--- config.mk ---
export PLATFORM = sky130hd
export DESIGN_NAME = positional_list_engine
export DESIGN_NICKNAME = d
export VERILOG_FILES = /design/src/rtl/ple_pkg.sv /design/src/rtl/ple_ctrl.sv /design/src/rtl/ple_dp.sv /design/src/rtl/positional_list_engine.sv
export VERILOG_INCLUDE_DIRS = /design/src /design/src/rtl
export SDC_FILE = /design/constraint.sdc
export NUM_CORES = 2
export LEC_CHECK = 0
export BUFFER_PORTS_ARGS = -buffer_cell sky130_fd_sc_hd__buf_2
export CAP_MARGIN = 20
export CORE_MARGIN = 10
export CORE_UTILIZATION = 49
export CTS_BUF_LIST = sky130_fd_sc_hd__clkbuf_8
export CTS_CLUSTER_SIZE = 40
export DETAILED_ROUTE_END_ITERATION = 12
export GPL_ROUTABILITY_DRIVEN = 0
export PLACE_DENSITY = 0.77
export SLEW_MARGIN = 20
export SYNTH_ARGS = -nofsm -noshare
export SYNTH_HDL_FRONTEND = slang
export SYNTH_SLANG_ARGS = --single-unit
export TNS_END_PERCENT = 20
--- constraint.sdc ---
create_clock -name clk -period 9.15 [get_ports clk]
set_clock_uncertainty 0.2 [all_clocks]
set_input_delay 0.4575 -clock clk [delete_from_list [all_inputs] [get_ports clk]]
set_output_delay 0.4575 -clock clk [all_outputs]
set_load 0.02 [all_outputs]
--- src/rtl/positional_list_engine_assert.svh ---
// Assertion macros for the positional list engine.
`ifndef POSITIONAL_LIST_ENGINE_ASSERT_SVH
`define POSITIONAL_LIST_ENGINE_ASSERT_SVH

`ifndef SYNTHESIS

`define PLE_ASSERT(lbl, clk, rst_n, prop) \
	lbl: assert property (@(posedge clk) disable iff (!rst_n) prop) \
		else $error("ple assertion failed");

`define PLE_ASSERT_NEVER(lbl, clk, rst_n, cond) \
	lbl: assert property (@(posedge clk) disable iff (!rst_n) !(cond)) \
		else $error("ple forbidden condition");

`else

`define PLE_ASSERT(lbl, clk, rst_n, prop)

`define PLE_ASSERT_NEVER(lbl, clk, rst_n, cond)

`endif

`endif

--- src/rtl/ple_pkg.sv ---
// Types and constants shared by the positional list engine modules.
package ple_pkg;

	localparam int CAPACITY = 16;
	localparam int IDX_W    = $clog2(CAPACITY);
	localparam int CNT_W    = $clog2(CAPACITY + 1);
	localparam int VALUE_W  = 32;
	localparam int POS_W    = 16;
	localparam int REQ_W    = 3;
	localparam int STATUS_W = 3;
	localparam int COUNT_W  = 5;
	localparam int IN_W     = 48;
	localparam int OUT_W    = 40;

	typedef enum logic [REQ_W-1:0] {
		REQ_PUSH_FRONT = 3'd0,
		REQ_PUSH_BACK  = 3'd1,
		REQ_INSERT     = 3'd2,
		REQ_ERASE      = 3'd3,
		REQ_READ       = 3'd4
	} req_e;

	typedef enum logic [STATUS_W-1:0] {
		ST_OK    = 3'd0,
		ST_CLAMP = 3'd1,
		ST_NEG   = 3'd2,
		ST_FULL  = 3'd3,
		ST_EMPTY = 3'd4
	} status_e;

	typedef enum logic [1:0] {
		OP_NONE,
		OP_INSERT,
		OP_ERASE,
		OP_READ
	} op_e;

	typedef enum logic {
		S_IDLE,
		S_HOLD
	} state_e;

	typedef struct packed {
		logic             load;
		op_e              op;
		logic [IDX_W-1:0] idx;
		status_e          status;
	} cmd_t;

	typedef struct packed {
		logic [CNT_W-1:0] count;
		logic             full;
		logic             empty;
	} dp_stat_t;

endpackage

--- src/rtl/ple_ctrl.sv ---
// Controller: request decode, position checks and output word handshake.
module ple_ctrl (
	input  logic                       clk,
	input  logic                       arst_n,
	input  logic                       s_axis_tvalid,
	output logic                       s_axis_tready,
	input  logic [ple_pkg::REQ_W-1:0]  req_type,
	input  logic [ple_pkg::POS_W-1:0]  position,
	input  ple_pkg::dp_stat_t          stat,
	output ple_pkg::cmd_t              cmd,
	output logic                       m_axis_tvalid,
	input  logic                       m_axis_tready
);
	import ple_pkg::*;

	state_e           state_q;
	state_e           state_d;
	logic             accept;
	logic             pos_neg;
	logic             pos_zero;
	logic             pos_ge;
	logic [IDX_W-1:0] pos_idx;
	logic [IDX_W-1:0] tail_idx;
	logic [IDX_W-1:0] last_idx;
	op_e              op_d;

	always_ff @(posedge clk or negedge arst_n) begin
		if (!arst_n) begin
			state_q <= S_IDLE;
		end else begin
			state_q <= state_d;
		end
	end

	always_comb begin
		state_d       = state_q;
		s_axis_tready = 1'b1;
		m_axis_tvalid = 1'b0;
		unique case (state_q)
			S_IDLE: begin
				s_axis_tready = 1'b1;
				m_axis_tvalid = 1'b0;
				if (s_axis_tvalid) begin
					state_d = S_HOLD;
				end
			end
			S_HOLD: begin
				s_axis_tready = m_axis_tready;
				m_axis_tvalid = 1'b1;
				if (m_axis_tready && !s_axis_tvalid) begin
					state_d = S_IDLE;
				end
			end
			default: begin
				state_d = S_IDLE;
			end
		endcase
	end

	assign accept   = s_axis_tvalid && s_axis_tready;
	assign pos_neg  = position[POS_W-1];
	assign pos_zero = (position == '0);
	assign pos_ge   = (position >= POS_W'(stat.count));
	assign pos_idx  = position[IDX_W-1:0];
	assign tail_idx = stat.count[IDX_W-1:0];
	assign last_idx = IDX_W'(stat.count - CNT_W'(1));

	always_comb begin
		op_d       = OP_NONE;
		cmd.idx    = '0;
		cmd.status = ST_OK;
		unique case (req_e'(req_type))
			REQ_PUSH_FRONT: begin
				if (stat.full) begin
					cmd.status = ST_FULL;
				end else begin
					op_d = OP_INSERT;
				end
			end
			REQ_PUSH_BACK: begin
				if (stat.full) begin
					cmd.status = ST_FULL;
				end else begin
					op_d    = OP_INSERT;
					cmd.idx = tail_idx;
				end
			end
			REQ_INSERT: begin
				priority if (pos_neg) begin
					cmd.status = ST_NEG;
				end else if (stat.full) begin
					cmd.status = ST_FULL;
				end else if (pos_zero) begin
					op_d = OP_INSERT;
				end else if (pos_ge) begin
					op_d       = OP_INSERT;
					cmd.idx    = tail_idx;
					cmd.status = ST_CLAMP;
				end else begin
					op_d    = OP_INSERT;
					cmd.idx = pos_idx;
				end
			end
			REQ_ERASE: begin
				priority if (pos_neg) begin
					cmd.status = ST_NEG;
				end else if (stat.empty) begin
					cmd.status = ST_EMPTY;
				end else if (pos_ge) begin
					op_d       = OP_ERASE;
					cmd.idx    = last_idx;
					cmd.status = ST_CLAMP;
				end else begin
					op_d    = OP_ERASE;
					cmd.idx = pos_idx;
				end
			end
			REQ_READ: begin
				priority if (pos_neg) begin
					cmd.status = ST_NEG;
				end else if (stat.empty) begin
					cmd.status = ST_EMPTY;
				end else if (pos_ge) begin
					op_d       = OP_READ;
					cmd.idx    = last_idx;
					cmd.status = ST_CLAMP;
				end else begin
					op_d    = OP_READ;
					cmd.idx = pos_idx;
				end
			end
			default: begin
				op_d = OP_NONE;
			end
		endcase
		cmd.load = accept;
		cmd.op   = accept ? op_d : OP_NONE;
	end

endmodule

--- src/rtl/ple_dp.sv ---
// Datapath: entry register cells with parallel shift, count and result word.
module ple_dp (
	input  logic                          clk,
	input  logic                          arst_n,
	input  ple_pkg::cmd_t                 cmd,
	input  logic [ple_pkg::VALUE_W-1:0]   value,
	output ple_pkg::dp_stat_t             stat,
	output logic [ple_pkg::STATUS_W-1:0]  status,
	output logic [ple_pkg::VALUE_W-1:0]   read_value,
	output logic [ple_pkg::COUNT_W-1:0]   count
);
	import ple_pkg::*;

	logic [VALUE_W-1:0]  entries_q [CAPACITY];
	logic [VALUE_W-1:0]  entries_d [CAPACITY];
	logic [CAPACITY-1:0] entry_we;
	logic [CNT_W-1:0]    count_q;
	logic [CNT_W-1:0]    count_d;
	logic [VALUE_W-1:0]  rd_sel;
	status_e             res_status_q;
	logic [VALUE_W-1:0]  res_rd_q;
	logic [COUNT_W-1:0]  res_count_q;

	assign stat.count = count_q;
	assign stat.full  = (count_q >= CNT_W'(CAPACITY));
	assign stat.empty = (count_q == '0);

	for (genvar g = 0; g < CAPACITY; g++) begin : g_cell
		logic [VALUE_W-1:0] prev_val;
		logic [VALUE_W-1:0] next_val;

		if (g == 0) begin : g_first
			assign prev_val = '0;
		end else begin : g_mid
			assign prev_val = entries_q[g-1];
		end

		if (g == CAPACITY - 1) begin : g_last
			assign next_val = '0;
		end else begin : g_body
			assign next_val = entries_q[g+1];
		end

		always_comb begin
			entry_we[g]  = 1'b0;
			entries_d[g] = entries_q[g];
			unique case (cmd.op)
				OP_INSERT: begin
					if (IDX_W'(g) == cmd.idx) begin
						entry_we[g]  = 1'b1;
						entries_d[g] = value;
					end else if (IDX_W'(g) > cmd.idx && CNT_W'(g) <= count_q) begin
						entry_we[g]  = 1'b1;
						entries_d[g] = prev_val;
					end
				end
				OP_ERASE: begin
					if (IDX_W'(g) >= cmd.idx && (CNT_W'(g) + CNT_W'(1)) < count_q) begin
						entry_we[g]  = 1'b1;
						entries_d[g] = next_val;
					end
				end
				OP_NONE, OP_READ: begin
					entry_we[g] = 1'b0;
				end
				default: begin
					entry_we[g] = 1'b0;
				end
			endcase
		end

		always_ff @(posedge clk) begin
			if (entry_we[g]) begin
				entries_q[g] <= entries_d[g];
			end
		end
	end

	always_comb begin
		unique case (cmd.op)
			OP_INSERT: count_d = count_q + CNT_W'(1);
			OP_ERASE:  count_d = count_q - CNT_W'(1);
			default:   count_d = count_q;
		endcase
	end

	assign rd_sel = (cmd.op == OP_READ) ? entries_q[cmd.idx] : '0;

	always_ff @(posedge clk or negedge arst_n) begin
		if (!arst_n) begin
			count_q <= '0;
		end else begin
			count_q <= count_d;
		end
	end

	always_ff @(posedge clk) begin
		if (cmd.load) begin
			res_status_q <= cmd.status;
			res_rd_q     <= rd_sel;
			res_count_q  <= COUNT_W'(count_d);
		end
	end

	assign status     = res_status_q;
	assign read_value = res_rd_q;
	assign count      = res_count_q;

endmodule

--- src/rtl/positional_list_engine.sv ---
// Positional list engine top level: stream ports, controller and datapath.
//
// Holds an ordered list of up to 16 signed 32-bit entries. Each input word is
// one request (push front, push back, insert, erase or read at a position) and
// produces exactly one output word with status, read value and the count after
// the request. The entries sit in register cells that all shift at once toward
// or away from the position, so an input word is accepted every cycle while
// the output is drained, and its result appears in the output register on the
// next cycle. Backpressure on the output stalls input only while a result is
// held unread.
`include "positional_list_engine_assert.svh"

module positional_list_engine (
	input  logic                         clk,
	input  logic                         arst_n,
	input  logic                         s_axis_tvalid,
	output logic                         s_axis_tready,
	input  logic [ple_pkg::IN_W-1:0]     s_axis_tdata,  // value[31:0], position[47:32]
	input  logic [ple_pkg::REQ_W-1:0]    s_axis_tuser,  // req_type[2:0]
	output logic                         m_axis_tvalid,
	input  logic                         m_axis_tready,
	output logic [ple_pkg::OUT_W-1:0]    m_axis_tdata,  // read_value[31:0], count[36:32]
	output logic [ple_pkg::STATUS_W-1:0] m_axis_tuser   // status[2:0]
);
	import ple_pkg::*;

	cmd_t               cmd;
	dp_stat_t           stat;
	logic [VALUE_W-1:0] read_value;
	logic [COUNT_W-1:0] count;

	ple_ctrl u_ctrl (
		.clk           (clk),
		.arst_n        (arst_n),
		.s_axis_tvalid (s_axis_tvalid),
		.s_axis_tready (s_axis_tready),
		.req_type      (s_axis_tuser),
		.position      (s_axis_tdata[VALUE_W +: POS_W]),
		.stat          (stat),
		.cmd           (cmd),
		.m_axis_tvalid (m_axis_tvalid),
		.m_axis_tready (m_axis_tready)
	);

	ple_dp u_dp (
		.clk        (clk),
		.arst_n     (arst_n),
		.cmd        (cmd),
		.value      (s_axis_tdata[VALUE_W-1:0]),
		.stat       (stat),
		.status     (m_axis_tuser),
		.read_value (read_value),
		.count      (count)
	);

	assign m_axis_tdata = {(OUT_W - VALUE_W - COUNT_W)'(0), count, read_value};

	`PLE_ASSERT(a_insert_grows, clk, arst_n, cmd.op == OP_INSERT |=> stat.count == $past(stat.count) + CNT_W'(1))
	`PLE_ASSERT(a_erase_shrinks, clk, arst_n, cmd.op == OP_ERASE |=> stat.count == $past(stat.count) - CNT_W'(1))
	`PLE_ASSERT(a_stall_only_held, clk, arst_n, !s_axis_tready |-> m_axis_tvalid && !m_axis_tready)
	`PLE_ASSERT_NEVER(a_full_count, clk, arst_n, m_axis_tvalid && m_axis_tuser == ST_FULL && count != COUNT_W'(CAPACITY))

endmodule
---- Yosys cells after proc, flatten, opt, wreduce, memory -nomap -nowiden ----
Memory sizes are Yosys's and may differ from the RTL's. A register that Yosys moved wholly into a read port is not among the register bits.
Index checks and enable logic that the tools add are counted.
word-level totals
  memories kept ........................... 1
  bits in writable memories ............... 512
  output and inout bits ................... 45
  flip-flop bits (word level) ............. 14
  ROM bits ................................ 0
  latch bits .............................. 0
cells by class
  mux-type cells .......................... 190
  magnitude comparators ................... 66
  $mul .................................... 0
  reductions and logical operators ........ 44
  add/subtract/negate cells ............... 2
  shift-type cells ........................ 0
  eq/ne operators ......................... 22
  bitwise gates (word level) .............. 1
  div/mod/pow operators ................... 0
memory list
  memory          depth  bits a word  rd ports  clocked after Yosys merged registers in  write ports  line          RTL
  u_dp.entries_q  16     32           17        1                                        16           ple_dp.sv:14  logic [VALUE_W-1:0] entries_q [CAPACITY];
operators by type and width
  operator                                                                     number
  32-bit 2-to-1 mux                                                            48
  32-bit case mux with 2 select lines                                          16
  1-bit 2-to-1 mux                                                             84
  1-bit case mux with 3 select lines                                           16
  4-bit by 5-bit <= comparator with 1-bit output, first input constant         8
  4-bit by 5-bit less-than comparator with 1-bit output, first input constant  8
  1-bit logical AND                                                            34
  4-bit equality test, first input constant                                    8
  4-bit >= comparator, first input constant                                    8
  4-bit > comparator, first input constant                                     8
  4-bit 2-to-1 mux                                                             7
  3-bit by 5-bit <= comparator with 1-bit output, first input constant         4
  3-bit by 5-bit less-than comparator with 1-bit output, first input constant  4
  3-bit by 4-bit equality test with 1-bit output, first input constant         4
  16-bit by 5-bit >= comparator with 1-bit output                              1
  3-bit by 4-bit >= comparator with 1-bit output, first input constant         4
  3-bit by 4-bit > comparator with 1-bit output, first input constant          4
  16-bit logical NOT                                                           1
  2-bit 2-to-1 mux                                                             7
  3-bit 2-to-1 mux                                                             4
  4-bit case mux with 3 select lines                                           1
  1-bit by 5-bit <= comparator with 1-bit output, first input constant         2
  2-bit by 5-bit <= comparator with 1-bit output, first input constant         2
  2-bit by 5-bit less-than comparator with 1-bit output, first input constant  2
  other kinds (28)                                                             40

---- Longest topological paths before layout ----
  word-level depth ........................ 13
  gate-level depth with buffers ........... 17

---- By module ----
A second synthesis with hierarchy kept.
unflattened totals
  cells, all modules ...................... 2901
  area total of the unflattened synthesis .. 33045.4 µm²
by module, submodules not included
  module                  area each (µm²)  cells each  times used  sequential area each (µm²)
  ple_dp                  32477.4          2820        1           16701.0
  ple_ctrl                541.8            77          1           25.0
  positional_list_engine  26.3             4           1           0.0

---- Worst setup path before layout ----
Ideal clock, no wire load.
  path type ............................... input -> register
  start point ............................. input m_axis_tready
  end point ............................... memory u_dp.entries_q[13][0] (enable)
  arrival ................................. 7942 ps
  setup slack ............................. 413 ps
  data required time ...................... 8355 ps
  buffers on the path ..................... 2
  stages .................................. 11
  path through ............................ nand2b_1 nand2_1 inv_1 nand2_1 inv_1 ha_1 clkbuf_1 nor2_1 or2_2 clkbuf_1 a2111oi_0
RTL lines
  item             line                          RTL
  start, declared  positional_list_engine.sv:21  input logic m_axis_tready,
  end, declared    ple_dp.sv:14

==> results by group <==
Detailed routing
  – Overall routed net length: 111 mm
  – Vias: 27913
  – First DRT Iteration DRCs: about 4300
  – Final ANT Viol Nets: 0
  – Vias per cell: 6.68
  – DR WL/cell: between 20 and 30 um
  – DR DRC count: 0
  – First drt pass iteration count: 7

Synthesis
  – Area leader, netlist: edfxtp_1
  – Seq/Total Area, Yosys: 49.9%
  – Post-Synth XOR/XNOR Area: 0%
  – Synth Area in Adders: less than 1%
  – Synth cell types: 80
  – Largest family of logic cells by synthesized area: multiplexers
  – Compound-cell area share of the yosys netlist: 16.4%
  – FFs w/ async S/R, synth: around 1.1%
  – Cells after Synth: between 3000 and 4000
  – Mux contribution to synthesized area: ~17%
  – Ys Warns: 0
  – Cell area after synthesis: ~34000 sq um
  – Ranking of synthesized cells by area: edfxtp_1, mux2i_1, nand2_1
  – Synthesized area per cell: 10.3 sq um
  – Main synth FF type: edfxtp_1
  – Share of Yosys cell area claimed by the top area cell type: 49.4%
  – Post-Synth Simple-Gate Area: between 10% and 20%
  – EDFF count, synth: 552
  – Yosys reg bits: about 560

Placed design
  – Post-DP HPWL: 65.4 mm
  – DP Cell Count: about 4000
  – I/O Buffers: 96
  – Dpl ws: around 2.3 ns
  – Area after DPL: roughly 34000 sq um

Power and ir drop
  – Sw frac: roughly 29%
  – Pint: 4.21 mW
  – Pwr dens: about 160 nW/um^2
  – Worst IR Drop VDD: 101 uV
  – Clock power share: a little under two fifths
  – Total power: approximately 5.9 mW
  – Leak: 14.6 nW
  – Combinational share of power: between 10 and 15%
  – P_sw: 1.73 mW
  – Seq pwr share: 48.9%

Setup path
  – Worst path bufs/invs: 3
  – Critical path's largest stage delay: 0.94 ns
  – Critical Path Start: u_dp.count_q[2]
  – Worst path slowest cell: nand3_4
  – Crit-path max FO: 67
  – Cell mode on critical path: buf_4
  – Critical path class: reg2reg
  – R2R Path End: u_dp.entries_q[10][24]
  – CP Launch Type: flop
  – Reg2reg path depth: 13
  – CP arrival: roughly 7.2 ns
  – Setup slack, reg-to-reg: about 2.1 ns
  – CP Cell Sequence: clkinv_1 > ha_1 > nand3_1 > nor2_1 > or3_1 > nor2_2 > a31oi_4 > buf_4 > nand2_2 > nand3_4 > o211a_1 > a211oi_4 > buf_4
  – Crit path max-delay family: simple AND/OR/NAND/NOR gates
  – Crit. End Element: flop
  – Critical path data required time: ~9.3 ns
  – Worst R2R Start: u_dp.count_q[2]

STA
  – Final Critical Period: 7.07 ns
  – Unrepaired setup endpoints after global routing: no
  – Fin crit share: 77.3%
  – Worst relative slew slack: slightly above 20%
  – WHS: just over 0.04 ns
  – Final hold violations: 0
  – Setup TNS: 0 ns
  – Fin. max-slew vios: 0
  – Setup ws final: slightly above 2 ns
  – # setup viols final: 0
  – Fmax: 141 MHz
  – Worst-Margin Slew: between 1 and 1.5 ns

Clocking
  – Post-CTS Setup Inserts: 0
  – Worst skew pair latency: approximately 0.74 ns
  – Clk pin slew, worst setup/hold paths: roughly 0.060 ns
  – Gates resized, CTS repair: 0
  – Num CTS Buffers: 96
  – H-Tree Depth: 3
  – CTS Sinks: ~560
  – Clock Path Buffers: 3
  – Root Driver: clkbuf_8
  – CTS hold repair buffers: 10
  – CTS tree: done

Hold path
  – HP Start: s_axis_tdata[3]
  – Hold endpoint: u_dp.entries_q[15][3]
  – Hold depth: 3
  – Worst hold path type: in2reg

Floorplanning
  – Placeable Area: between 60000 and 70000 sq um
  – Chip Width: roughly 280 um
  – I/O pins: 100
  – Die H: about 280 um
  – Row count: 95
  – DIE AREA: 79300 sq um
  – Starting Density: between 40% and 50%

Global routing
  – Largest net degree at the start of global routing: about 290
  – GRT Resource Usage Total: between 20 and 30%
  – Initial antenna violation count: 2
  – Global route total overflow: 0
  – Vias in the first global route: about 26000
  – First-pass GRT wire length: between 150 and 200 mm

Layout
  – Layout fillers: 5766
  – Layout cells sized above 1: around 11%
  – Final Cell Area: between 30000 and 40000 sq um
  – Syn-to-layout area delta: 8.55%
  – Final Core Density: 53.9%
  – Final Non-Filler Cells: ~4200
  – Final Net Count: roughly 3300

Job
  – Maxcap violations: 0

Run status
  – Status: complete, no violations
[layout make-up]
class                      count  area [sq um]  share of cell area (%)
timing repair buffer         177          1170                    3.20
multi-input combinational   2381         15600                    42.8
tap                          873          1090                    3.00
antenna                        2          5.00                  0.0138
clock inverter                76           422                    1.16
clock buffer                  98          1350                    3.71
sequential                   558         16700                    46.0
inverter                      16          60.1                   0.165
[state kept, by name (all words and copies together) (netlist names)]
register and flops:
u_dp.entries_q 512, u_ctrl.state_q 1, u_dp.status 3, u_dp.count_q 5, u_dp.read_value 32, u_dp.count 5
[synth_stat cells (22+ instances only)]
cell      number
nand2_1      659
edfxtp_1     552
mux2i_1      540
o21ai_0      486
clkbuf_1     205
o21ai_1       94
a21oi_1       68
nand3_1       66
buf_2         53
buf_4         42
a21o_1        31
a211oi_1      30
o41a_1        30
nor2_1        29
a31oi_1       26
nand4_1       23
a22oi_1       22
o31ai_1       22
[worst max path at each step]
| stage | to | slack [ns] | cells past startpoint |
|---|---|---|---|
| 3_3_place_gp | u_dp.entries_q[10][28] | 2.44 | 13 |
| 3_5_place_dp | u_dp.entries_q[10][17] | 2.27 | 12 |
| 2_1_floorplan | u_dp.entries_q[13][0] | 0.41 | 11 |
| 6_report | u_dp.entries_q[10][24] | 2.08 | 13 |
| 4_1_cts | u_dp.entries_q[10][24] | 2.27 | 13 |
| 5_1_grt | u_dp.entries_q[10][24] | 1.91 | 12 |
[metal layers]
metal  vias up  global-route usage (%)  part of all wire [%]
met4         2                    12.5                   4.6
li1      12125                       -                     -
met3       355                    6.62                    13
met2      2062                    41.2                    44
met1     13369                    35.9                    38
met5         -                       0                 0.012
[cell usage in the layout, fill, tap and decap left out, types with 28 or more instances in the layout]
master      n
o21ai_0   486
o41a_1     30
nor2_1     28
a21oi_1    67
edfxtp_1  552
buf_2      96
mux2i_1   540
nand3_1    63
a211oi_1   28
buf_4      65
clkinv_1   32
inv_1      40
clkbuf_8   98
a21o_1     31
o21ai_1    94
nand2_1   656
[power groups by stage]
stage / clock network, mW / logic, mW / registers, mW
after global routing: 2.33 / 0.867 / 2.91
final: 2.21 / 0.827 / 2.90
after detailed placement: 0 / 0.792 / 2.96
after CTS: 2.22 / 0.797 / 2.90
after floorplan: 0 / 0.542 / 2.96
after global placement: 0 / 0.776 / 2.95
[worst register-to-register path, delay by kind of cell, from the launching register on]
kind	cells	cell delay (ns)
buffers and inverters	3	1.37
adders and majority gates	1	0.38
AOI/OAI and AO/OA	3	1.34
and+or+nand+nor	6	2.71
DFF	1	0.71
[kinds of logic after synthesis]
family | after synthesis
DFF | 558
adders and majority gates | 13
and+or+nand+nor | 883
AOI/OAI and AO/OA | 923
other | 1
buffers and inverters | 332
muxes | 559
Note: power is estimated with default switching activity, not from simulation.
